$ cat src/channel_matrix_mixer_core_assert.svh
// ----------------------------------------------------------------------------
// Assertion macros for the channel matrix mixer
// Clocked assertion wrappers that compile away when SYNTHESIS is defined.
// ----------------------------------------------------------------------------
`ifndef CHANNEL_MATRIX_MIXER_CORE_ASSERT_SVH
`define CHANNEL_MATRIX_MIXER_CORE_ASSERT_SVH

`ifndef SYNTHESIS
// The property must hold at every clock edge outside reset.
`define CMM_ASSERT(lbl, clk, rst_n, prop, msg) \
  lbl: assert property (@(posedge clk) disable iff (!rst_n) prop) else $error(msg);
// The expression must never be true at a clock edge outside reset.
`define CMM_ASSERT_NEVER(lbl, clk, rst_n, expr, msg) \
  lbl: assert property (@(posedge clk) disable iff (!rst_n) !(expr)) else $error(msg);
`else
`define CMM_ASSERT(lbl, clk, rst_n, prop, msg)
`define CMM_ASSERT_NEVER(lbl, clk, rst_n, expr, msg)
`endif

`endif

$ cat src/cmm_ram.sv
// ----------------------------------------------------------------------------
// cmm_ram
// Generic single-write, single-read RAM with a registered read port.
// ----------------------------------------------------------------------------
module cmm_ram #(
  parameter int unsigned WIDTH = 8,
  parameter int unsigned DEPTH = 16,
  parameter int unsigned AW    = (DEPTH > 1) ? $clog2(DEPTH) : 1
) (
  input  logic             clk_i,
  input  logic             we_i,
  input  logic [AW-1:0]    waddr_i,
  input  logic [WIDTH-1:0] wdata_i,
  input  logic [AW-1:0]    raddr_i,
  output logic [WIDTH-1:0] rdata_o
);

  logic [WIDTH-1:0] mem_q [DEPTH];

  // Write port and registered read port.
  always_ff @(posedge clk_i) begin
    if (we_i) begin
      mem_q[waddr_i] <= wdata_i;
    end
    rdata_o <= mem_q[raddr_i];
  end

endmodule

$ cat config.mk
export PLATFORM = sky130hd
export DESIGN_NAME = cmm_ram
export DESIGN_NICKNAME = d
export VERILOG_FILES = /design/src/channel_matrix_mixer_core_assert.svh /design/src/cmm_ram.sv
export SDC_FILE = /design/constraint.sdc
export NUM_CORES = 1
export LEC_CHECK = 0
export BUFFER_PORTS_ARGS = -buffer_cell sky130_fd_sc_hd__buf_2
export CAP_MARGIN = 20
export CORE_ASPECT_RATIO = 1.75
export CORE_UTILIZATION = 45
export CTS_CLUSTER_DIAMETER = 200
export DETAILED_ROUTE_END_ITERATION = 7
export PLACE_DENSITY = 0.66
export SLEW_MARGIN = 25
export SYNTH_ARGS = -nofsm -noshare
export SYNTH_HDL_FRONTEND = slang
export SYNTH_SLANG_ARGS = --single-unit
$ cat constraint.sdc
create_clock -name clk_i -period 5.12 [get_ports clk_i]
set_clock_uncertainty 0.15 [all_clocks]
set_input_delay 0.512 -clock clk_i [delete_from_list [all_inputs] [get_ports clk_i]]
set_output_delay 0.512 -clock clk_i [all_outputs]
set_load 0.01 [all_outputs]
Yosys cells after proc, flatten, opt, wreduce, memory -nomap -nowiden
Memories as Yosys holds them, arrays and structs flattened. A register that Yosys moved wholly into a read port is not among the register bits. Cells that the tools add are included.

Multiplexer cells: 2.

Operators by type and width (number): two-way mux 1 bit (2).

Register bits: 0. Bits in writable memories: 128. Input bits: 18. Output and inout bits: 8. Word-level logic and storage cells: 3. Memories kept: 1.

Memories: mem_q (depth 16, width 8, read ports 1, clocked after Yosys merged registers in 1, write ports 1, line cmm_ram.sv:18) `logic [WIDTH-1:0] mem_q [DEPTH];`.

Longest topological paths before layout
Gate-level depths: netlist (run 1).

Word-level depth: 2. Mapped depth: 5. Gate-level depth less buffers: 3.

Worst setup path after synthesis (run 1)
Ideal clock, no wire load.

Kind: input -> register. From: input port waddr_i[2]. To: memory mem_q[0][0] (enable). Library setup time: 0.383 ns. Data arrival time: 1.622 ns. Data required time: 4.587 ns. Slack: 2.965 ns. Cell stages on the path: 2. Buffers on the path: 0. Cell sequence: or3b_2 -> nor3_1.

RTL lines: start, declared (line cmm_ram.sv:12) `input logic [AW-1:0] waddr_i,`; end, declared (line cmm_ram.sv:18).

No word-level cell before the write port.

Worst setup path in the final report (run 1)
From: input port waddr_i[2]. To: memory mem_q[3][1] (enable).

No word-level cell before the write port.

==> flow_metrics.tcl, run 1 <==
set metrics [dict create \
    switching_share 0.1938 \
    finalCriticalPeriod_ns 1.966 \
    clockBufferDepth 2 \
    outcome "complete, no violations" \
    first_iter_violations 256 \
    row_count 51 \
    ios 26 \
    grt_pass1_vias 2471 \
    yosysSeqAreaShare 0.7778 \
    path_clk_slew_ns 0.05 \
    cp.arrival_ns 1.84 \
    fin_nets 282 \
    final-max-slew-violation-count 0 \
    required_ns 5.00 \
    power_density_mw_per_mm2 434.6 \
    clkPwrFrac 0.476 \
    h-tree-depth 4 \
    synth_seq_cells 136 \
    fill_cells 887 \
    power_leakage_nw 2.000 \
    whs_ns 0.3351 \
    peakVddDrop_uv 373.1 \
    die_height_um 143.5 \
    vias 2364 \
    globalRouteOverflowTotal 0 \
    place_congestion 0.7249 \
    postCtsSetupBuffers 0 \
    synth_fp_nets 247 \
    hold_buffers 0 \
    drc_errors 0 \
    ant_nets 0 \
    cap_violations 0 \
    worstMarginPinSlew_ns 1.023 \
    rsz0062_at_grt "false" \
    synth_area_mm2 0.005147 \
    switchingPower_mw 0.5040 \
    start_util 0.4636 \
    cts_buffers 17 \
    insertion_delay_ns 0.41 \
    wl_per_cell_um 23.89 \
    die_x_um 82.85 \
    drtPass1Iterations 5 \
    gr-usage-all-layers 0.1805 \
    antenna_cells 0 \
    syn_area_per_cell_um2 22.48 \
    cts.sink_count 136 \
    grt_max_degree 33 \
    routed_wl_mm 9.748 \
    worstSetupStartpointType "input pin" \
    ys_warn_count 0 \
    setup.worst_path.class "input pin to flip-flop" \
    hold_viol 0 \
    syn_to_final_growth_pct 16.24 \
    fmax_mhz 508.8 \
    endpoint_kind "flip-flop" \
    cp_max_fo 8 \
    syn_inst 229 \
    min_path_type "input pin to flip-flop" \
    grt_pass1_wl_mm 14.79 \
    p_int_mw 2.096 \
    setup-tns-final_ns 0 \
    slew_headroom 0.3156 \
    antenna_found_initial 0 \
    setup_viol 0 \
    fin_crit_sh 0.3839 \
    drive_above_1_share 0.2826 \
    root_buffer "clkbuf_16" \
    cts_resized 0 \
    vias_per_cell 5.794 \
    ys_types 19 \
    seq_power_share 0.481 \
    pwr-share-comb 0.042 \
    dpl.hpwl_mm 6.209 \
    dieArea_mm2 0.01189 \
    coreArea_mm2 0.01110 \
    portBuffers 25 \
    cts_tree "done" \
]
[metal layers]
layer / vias to the layer above / track usage / wire (um)
met4: 0 / 0.1216 / 207
met3: 10 / 0.05055 / 407
met2: 87 / 0.3059 / 5492
li1: 1043 / - / -
met5: - / 0 / 0
met1: 1224 / 0.1974 / 3640
[through the flow]
stage,utilization,setup slack [ns],instances,total power [mW],instance area [um^2]
floorplan,-,2.965,229,1.340,5147
global placement,0.4835,2.458,377,1.384,5369
detailed placement,0.4842,2.727,377,1.387,5376
CTS,0.5389,3.160,408,2.619,5983
global route,0.5389,3.112,408,2.668,5983
finish,0.5389,3.154,408,2.600,5983
[kinds of logic after synthesis]
| family | count (synthesis) | synth area share |
|---|---|---|
| and+or+nand+nor | 35 | 0.03184 |
| DFF | 136 | 0.7778 |
| AOI/OAI and AO/OA | 16 | 0.02334 |
| buffers and inverters | 10 | 0.01677 |
| muxes | 32 | 0.1502 |
[path summary, 6_finish.rpt]
check	to	cells past startpoint	from	slack, ns
setup / recovery	mem_q[3][1]	3	waddr_i[2]	3.15
hold / removal	mem_q[7][0]	1	wdata_i[0]	0.34
setup reg to reg	rdata_o[0]	3	mem_q[1][0]	3.62
hold reg to reg	rdata_o[4]	3	mem_q[14][4]	0.51
[synthesized netlist by cell type (all sizes together)]
master / instances / share of area
clkdlybuf4s25: 3 / 0.0058
nand3: 1 / 0.00097
or3b: 1 / 0.0017
buf: 7 / 0.011
nand2b: 2 / 0.0024
nor3: 4 / 0.0039
and2b: 1 / 0.0015
edfxtp: 128 / 0.75
nor2: 13 / 0.0095
nand3b: 2 / 0.0029
nand2: 9 / 0.0066
mux4: 32 / 0.15
dfxtp: 8 / 0.031
nor2b: 1 / 0.0012
a22oi: 16 / 0.023
and2: 1 / 0.0012
[cells in the final DEF (no fill, tap or decap), types with 2 or more instances in the layout]
| master | netlist | routed |
|---|---|---|
| edfxtp_1 | 128 | 128 |
| buf_2 | 3 | 24 |
| mux4_2 | 18 | 18 |
| clkbuf_16 | 0 | 17 |
| a22oi_1 | 16 | 16 |
| mux4_1 | 14 | 14 |
| nor2_1 | 13 | 13 |
| nand2_1 | 9 | 9 |
| dfxtp_1 | 8 | 8 |
| clkinv_2 | 0 | 5 |
| bufinv_16 | 0 | 4 |
| nor3_2 | 0 | 3 |
| nand3b_1 | 2 | 2 |
| nand2b_1 | 2 | 2 |
| clkinvlp_4 | 0 | 2 |
| buf_4 | 1 | 2 |
[power by group through the flow]
stage	clock (mW)	sequential, mW	combinational (mW)
floorplan	0	1.28	0.0632
global placement	0	1.27	0.109
detailed placement	0	1.28	0.112
CTS	1.25	1.25	0.112
global route	1.29	1.25	0.120
finish	1.24	1.25	0.110
[state kept, by name (all words and copies together), names as in the netlist]
| signal | cells |
|---|---|
| mem_q | 128 |
| rdata_o | 8 |
[final cells by class]
| type | count | area [um^2] | area share |
|---|---|---|---|
| Sequential cell | 136 | 4004 | 0.6692 |
| Multi-Input combinational cell | 83 | 1072 | 0.1792 |
| Clock buffer | 17 | 425.4 | 0.07110 |
| Clock inverter | 14 | 181.4 | 0.03032 |
| Tap cell | 132 | 165.2 | 0.02760 |
| Timing Repair Buffer | 26 | 135.1 | 0.02258 |
[critical path, stage by stage]
cell	delay [ns]
buf_2	0.12
or3b_2	0.52
nor2_1	0.69
Power figures use the tool's default switching activity.
==> run 2, diff against run 1 <==
--- a/config.mk
+++ b/config.mk
@@ -5,13 +5,14 @@
 export SDC_FILE = /design/constraint.sdc
 export NUM_CORES = 1
 export LEC_CHECK = 0
+export ABC_AREA = 1
 export BUFFER_PORTS_ARGS = -buffer_cell sky130_fd_sc_hd__buf_2
 export CAP_MARGIN = 20
 export CORE_ASPECT_RATIO = 1.75
 export CORE_UTILIZATION = 45
 export CTS_CLUSTER_DIAMETER = 200
 export DETAILED_ROUTE_END_ITERATION = 7
-export PLACE_DENSITY = 0.66
+export PLACE_DENSITY = 0.68
 export SLEW_MARGIN = 25
 export SYNTH_ARGS = -nofsm -noshare
 export SYNTH_HDL_FRONTEND = slang
==> constraint.sdc (replaced) <==
create_clock -name clk_i -period 1.8 [get_ports clk_i]
set_clock_uncertainty 0.15 [all_clocks]
set_input_delay 0.18 -clock clk_i [delete_from_list [all_inputs] [get_ports clk_i]]
set_output_delay 0.18 -clock clk_i [all_outputs]
set_load 0.01 [all_outputs]
==> flow_metrics.tcl, run 2 <==
set metrics [dict create \
    coreArea_mm2 0.01250 \
    path_clk_slew_ns 0.06 \
    ys_types 12 \
    antenna_cells 0 \
    worstMarginPinSlew_ns 0.5625 \
    power_density_mw_per_mm2 1064 \
    ant_nets 0 \
    largest_reg_flops 128 \
    crit_slowest_cell "dfxtp_1" \
    synth_area_leaders "edfxtp_1 (67%), nand2_1 (11%), nand3_1 (8.4%)" \
    portBuffers 25 \
    pre_cts_slack_ns 0.3046 \
    routed_wl_mm 13.31 \
    synth_seq_cells 136 \
    globalRouteOverflowTotal 0 \
    synth.most_common_cell "nand2_1" \
    required_ns 1.47 \
    cap_violations 0 \
    cts_resized 0 \
    syn_inst 551 \
    setup-tns-final_ns 0 \
    top_regs "mem_q x128, rdata_o x8" \
    cp.arrival_ns 0.95 \
    cp_max_fo 1 \
    synth-main-ff-cell "edfxtp_1" \
    endpoint_kind "output pin" \
    finalCriticalPeriod_ns 1.276 \
    insertion_delay_ns 0.42 \
    place_congestion 0.8565 \
    gr-usage-all-layers 0.2250 \
    crit_family "flip-flops" \
    crit_chain "buf_2" \
    path_buf_inv 1 \
    synth_edf_count 128 \
    grt_pass1_vias 3797 \
    ys_warn_count 0 \
    dpl.hpwl_mm 9.012 \
    syn_area_per_cell_um2 10.47 \
    root_buffer "clkbuf_16" \
    peakVddDrop_uv 672.3 \
    yosysSeqAreaShare 0.6943 \
    cts_tree "done" \
    fin_nets 610 \
    top_register "mem_q" \
    grt_max_degree 65 \
    mostFrequentLayoutCells "nand2_1 (173), edfxtp_1 (128), inv_1 (100)" \
    slowest_delay_ns 0.37 \
    min_path_type "input pin to flip-flop" \
    vias 3853 \
    outcome "complete, no violations" \
    rrSetupSlack_ns 0.62 \
    fin_util 0.5321 \
    setup_viol 0 \
    grt_pass1_wl_mm 21.08 \
    synth_top_area_share 0.6665 \
    rsz0062_at_grt "false" \
    start_util 0.4614 \
    drc_errors 0 \
    dieArea_mm2 0.01329 \
    synth_fp_nets 569 \
    wl_per_cell_um 17.22 \
    synthArstFlopShare 0 \
    final-max-slew-violation-count 0 \
    fmax_mhz 783.6 \
    worstSetupStartpointType "flip-flop" \
    hold_buffers 1 \
    cts.sink_count 136 \
    slew_headroom 0.6244 \
    first_iter_violations 323 \
    h-tree-depth 4 \
    die_height_um 151.8 \
    synth_area_mm2 0.005767 \
    cts_buffers 17 \
    final_common_cell "nand2_1" \
    antenna_found_initial 0 \
    row_count 54 \
    vias_per_cell 4.984 \
    ios 26 \
    setup_ws_ns 0.5239 \
    postCtsSetupBuffers 0 \
    die_x_um 87.58 \
    drtPass1Iterations 5 \
    synthTopCellsByCount "nand2_1 (173), edfxtp_1 (128), inv_1 (100), nand3_1 (97), nor2_1 (17)" \
    fin_crit_sh 0.7089 \
    power_leakage_nw 2.883 \
    synth_top_area_cell "edfxtp_1" \
    drive_above_1_share 0.1289 \
    clockBufferDepth 2 \
    hold_viol 0 \
    setup.worst_path.class "flip-flop to output pin" \
    syn_to_final_growth_pct 15.34 \
]
## run 2: cell families after synthesis
logic type / Yosys count / synth area share
AND/OR/NAND/NOR: 289 / 0.2105
flip-flops: 136 / 0.6943
buffers and inverters: 126 / 0.09525
## run 2: through the flow
stage	hold slack (ns)	cells	total power, mW	instance area (um^2)
floorplan	0.1289	551	3.883	5767
global placement	0.3879	740	4.064	6111
detailed placement	0.3736	740	4.072	6111
CTS	0.01409	773	7.103	6651
global route	0.02571	773	7.295	6651
finish	0.01060	773	7.079	6651
## run 2: per-layer routing
layer,GRT usage,routed length (um),vias to the layer above
met5,0,0,-
met4,0.1361,674,0
met3,0.04334,635,37
met2,0.3816,7078,144
met1,0.2606,4919,1815
li1,-,-,1857
## run 2: path summary, 6_finish.rpt
| path | startpoint | to | depth (start not counted) |
|---|---|---|---|
| setup / recovery | rdata_o[7] | rdata_o[7] | 1 |
| hold / removal | wdata_i[2] | mem_q[14][2] | 1 |
| setup reg to reg | mem_q[1][6] | rdata_o[6] | 6 |
| hold reg to reg | mem_q[2][5] | rdata_o[5] | 6 |
## run 2: layout make-up
cell class | count | area, um^2
fill | 1101 | 5848
sequential | 136 | 4004
multi-input combinational | 289 | 1214
clock buffer | 18 | 429.2
inverter | 102 | 382.9
timing repair buffer | 46 | 310.3
tap | 168 | 210.2
clock inverter | 14 | 101.3
## run 2: report_power, final
part	switching, mW	internal [mW]
clock	1.31	1.76
sequential	0.0276	3.54
combinational	0.311	0.129
total	1.65	5.43
==> run 3, diff against run 2 <==
--- a/config.mk
+++ b/config.mk
@@ -5,7 +5,7 @@
 export SDC_FILE = /design/constraint.sdc
 export NUM_CORES = 1
 export LEC_CHECK = 0
-export ABC_AREA = 1
+export ABC_AREA = 0
 export BUFFER_PORTS_ARGS = -buffer_cell sky130_fd_sc_hd__buf_2
 export CAP_MARGIN = 20
 export CORE_ASPECT_RATIO = 1.75
==> constraint.sdc (replaced) <==
create_clock -name clk_i -period 1.15 [get_ports clk_i]
set_clock_uncertainty 0.15 [all_clocks]
set_input_delay 0.115 -clock clk_i [delete_from_list [all_inputs] [get_ports clk_i]]
set_output_delay 0.115 -clock clk_i [all_outputs]
set_load 0.01 [all_outputs]
==> flow_metrics.tcl, run 3 (synthesis results as in run 1) <==
set metrics [dict create \
    drtPass1Iterations 4 \
    setup.worst_path.class "flip-flop to flip-flop" \
    wl_per_cell_um 21.17 \
    row_count 51 \
    antenna_cells 0 \
    mostFrequentLayoutCells "edfxtp_1 (128), mux4_2 (32), buf_4 (23)" \
    postCtsSetupBuffers 0 \
    dieArea_mm2 0.01189 \
    min_path_type "input pin to flip-flop" \
    crit_chain "mux4_2, a22oi_2, nand2_1" \
    crit_family "multiplexers" \
    pre_cts_slack_ns -0.4568 \
    cts_buffers 17 \
    slew_headroom 0.3754 \
    reg2reg_depth 3 \
    first_iter_violations 161 \
    path_clk_slew_ns 0.05 \
    required_ns 1.30 \
    place_congestion 0.7604 \
    cp_max_fo 1 \
    whs_ns 0.1007 \
    clockBufferDepth 2 \
    worstMarginPinSlew_ns 0.9334 \
    finalCriticalPeriod_ns 1.380 \
    top_register "mem_q" \
    final-max-slew-violation-count 0 \
    place_area_mm2 0.005754 \
    endpoint_kind "flip-flop" \
    dp.cells 409 \
    worstSetupStartpointType "flip-flop" \
    dpl.hpwl_mm 6.792 \
    power_leakage_nw 2.161 \
    gr-usage-all-layers 0.1804 \
    setup_ws_ns -0.2297 \
    rsz0062_at_grt "true" \
    coreArea_mm2 0.01110 \
    h-tree-depth 4 \
    fin_util 0.5816 \
    top_regs "mem_q x128, rdata_o x8" \
    peakVddDrop_uv 1269 \
    crit_slowest_cell "mux4_2" \
    path_buf_inv 0 \
    final_common_cell "edfxtp_1" \
    fmax_mhz 724.8 \
    slowest_delay_ns 0.49 \
    vias 2458 \
    die_x_um 82.85 \
    hold_viol 0 \
    start_util 0.4636 \
    routed_wl_mm 9.505 \
    root_buffer "clkbuf_16" \
    power_density_mw_per_mm2 1699 \
    cts_tree "done" \
    crit_cells 3 \
    grt_pass1_vias 2697 \
    layoutNonFillerInstCount 449 \
    drc_errors 0 \
    cts.sink_count 136 \
    drive_above_1_share 0.4637 \
    portBuffers 25 \
    cap_violations 0 \
    p_total_mw 10.97 \
    syn_to_final_growth_pct 25.45 \
    antenna_found_initial 0 \
    ant_nets 0 \
    vias_per_cell 5.474 \
    outcome "complete, but fails checks" \
    cp.arrival_ns 1.53 \
    grt_max_degree 25 \
    globalRouteOverflowTotal 0 \
    finalInstanceArea_mm2 0.006457 \
    die_height_um 143.5 \
    grt_pass1_wl_mm 14.88 \
    largest_reg_flops 128 \
    setup-tns-final_ns -1.680 \
    fill_cells 810 \
    hold_path_depth 4 \
    ios 26 \
    violations "setup timing" \
    fin_nets 322 \
    fin_crit_sh 1.200 \
    insertion_delay_ns 0.42 \
    setup_viol 8 \
]
==> run 3: where the power goes <==
part	internal, mW	switching, mW	total [mW]
Clock	2.94	1.77	4.71
Combinational	0.331	0.334	0.665
Sequential	5.55	0.0408	5.59
Total	8.83	2.14	11.0
==> run 3: what timing repair did <==
item,4_1_cts,5_1_grt
pin swaps,2,0
cloned,0,0
hold endpoints to repair,128,0
hold buffers,8,0
setup endpoints to repair,13,13
gates resized for setup,16,10
==> run 3: worst reg2reg max path, delay by kind of cell, from the launching register on <==
kind | cells | cell delay (ns)
AO/OA/AOI/OAI | 1 | 0.20
flip-flops | 1 | 0.36
multiplexers | 1 | 0.49
AND/OR/NAND/NOR | 1 | 0.07
==> run 3: path summary, 6_finish.rpt <==
| path | startpoint | end | slack, ns |
|---|---|---|---|
| worst max-delay path | mem_q[3][7] | rdata_o[7] | -0.23 |
| worst min-delay path | raddr_i[2] | rdata_o[2] | 0.10 |
| worst max register to register | mem_q[3][7] | rdata_o[7] | -0.23 |
| worst min register to register | mem_q[4][4] | rdata_o[4] | 0.52 |
==> run 3: cell type report <==
cell class	count	area, um^2	share of cell area
clock inverter	6	55.05	0.008525
timing repair buffer	66	615.6	0.09533
clock buffer	26	459.2	0.07111
tap	132	165.2	0.02558
multi-input combinational	83	1151	0.1783
sequential	136	4011	0.6212
==> run 3: routing by layer <==
| metal | part of all wire | vias to the layer above | routed length (um) | GRT usage |
|---|---|---|---|---|
| li1 | - | 1107 | - | - |
| met1 | 0.36 | 1274 | 3447 | 0.1786 |
| met2 | 0.58 | 63 | 5521 | 0.3352 |
| met3 | 0.033 | 14 | 313 | 0.06031 |
| met4 | 0.023 | 0 | 223 | 0.08621 |
| met5 | 0 | - | 0 | 0 |
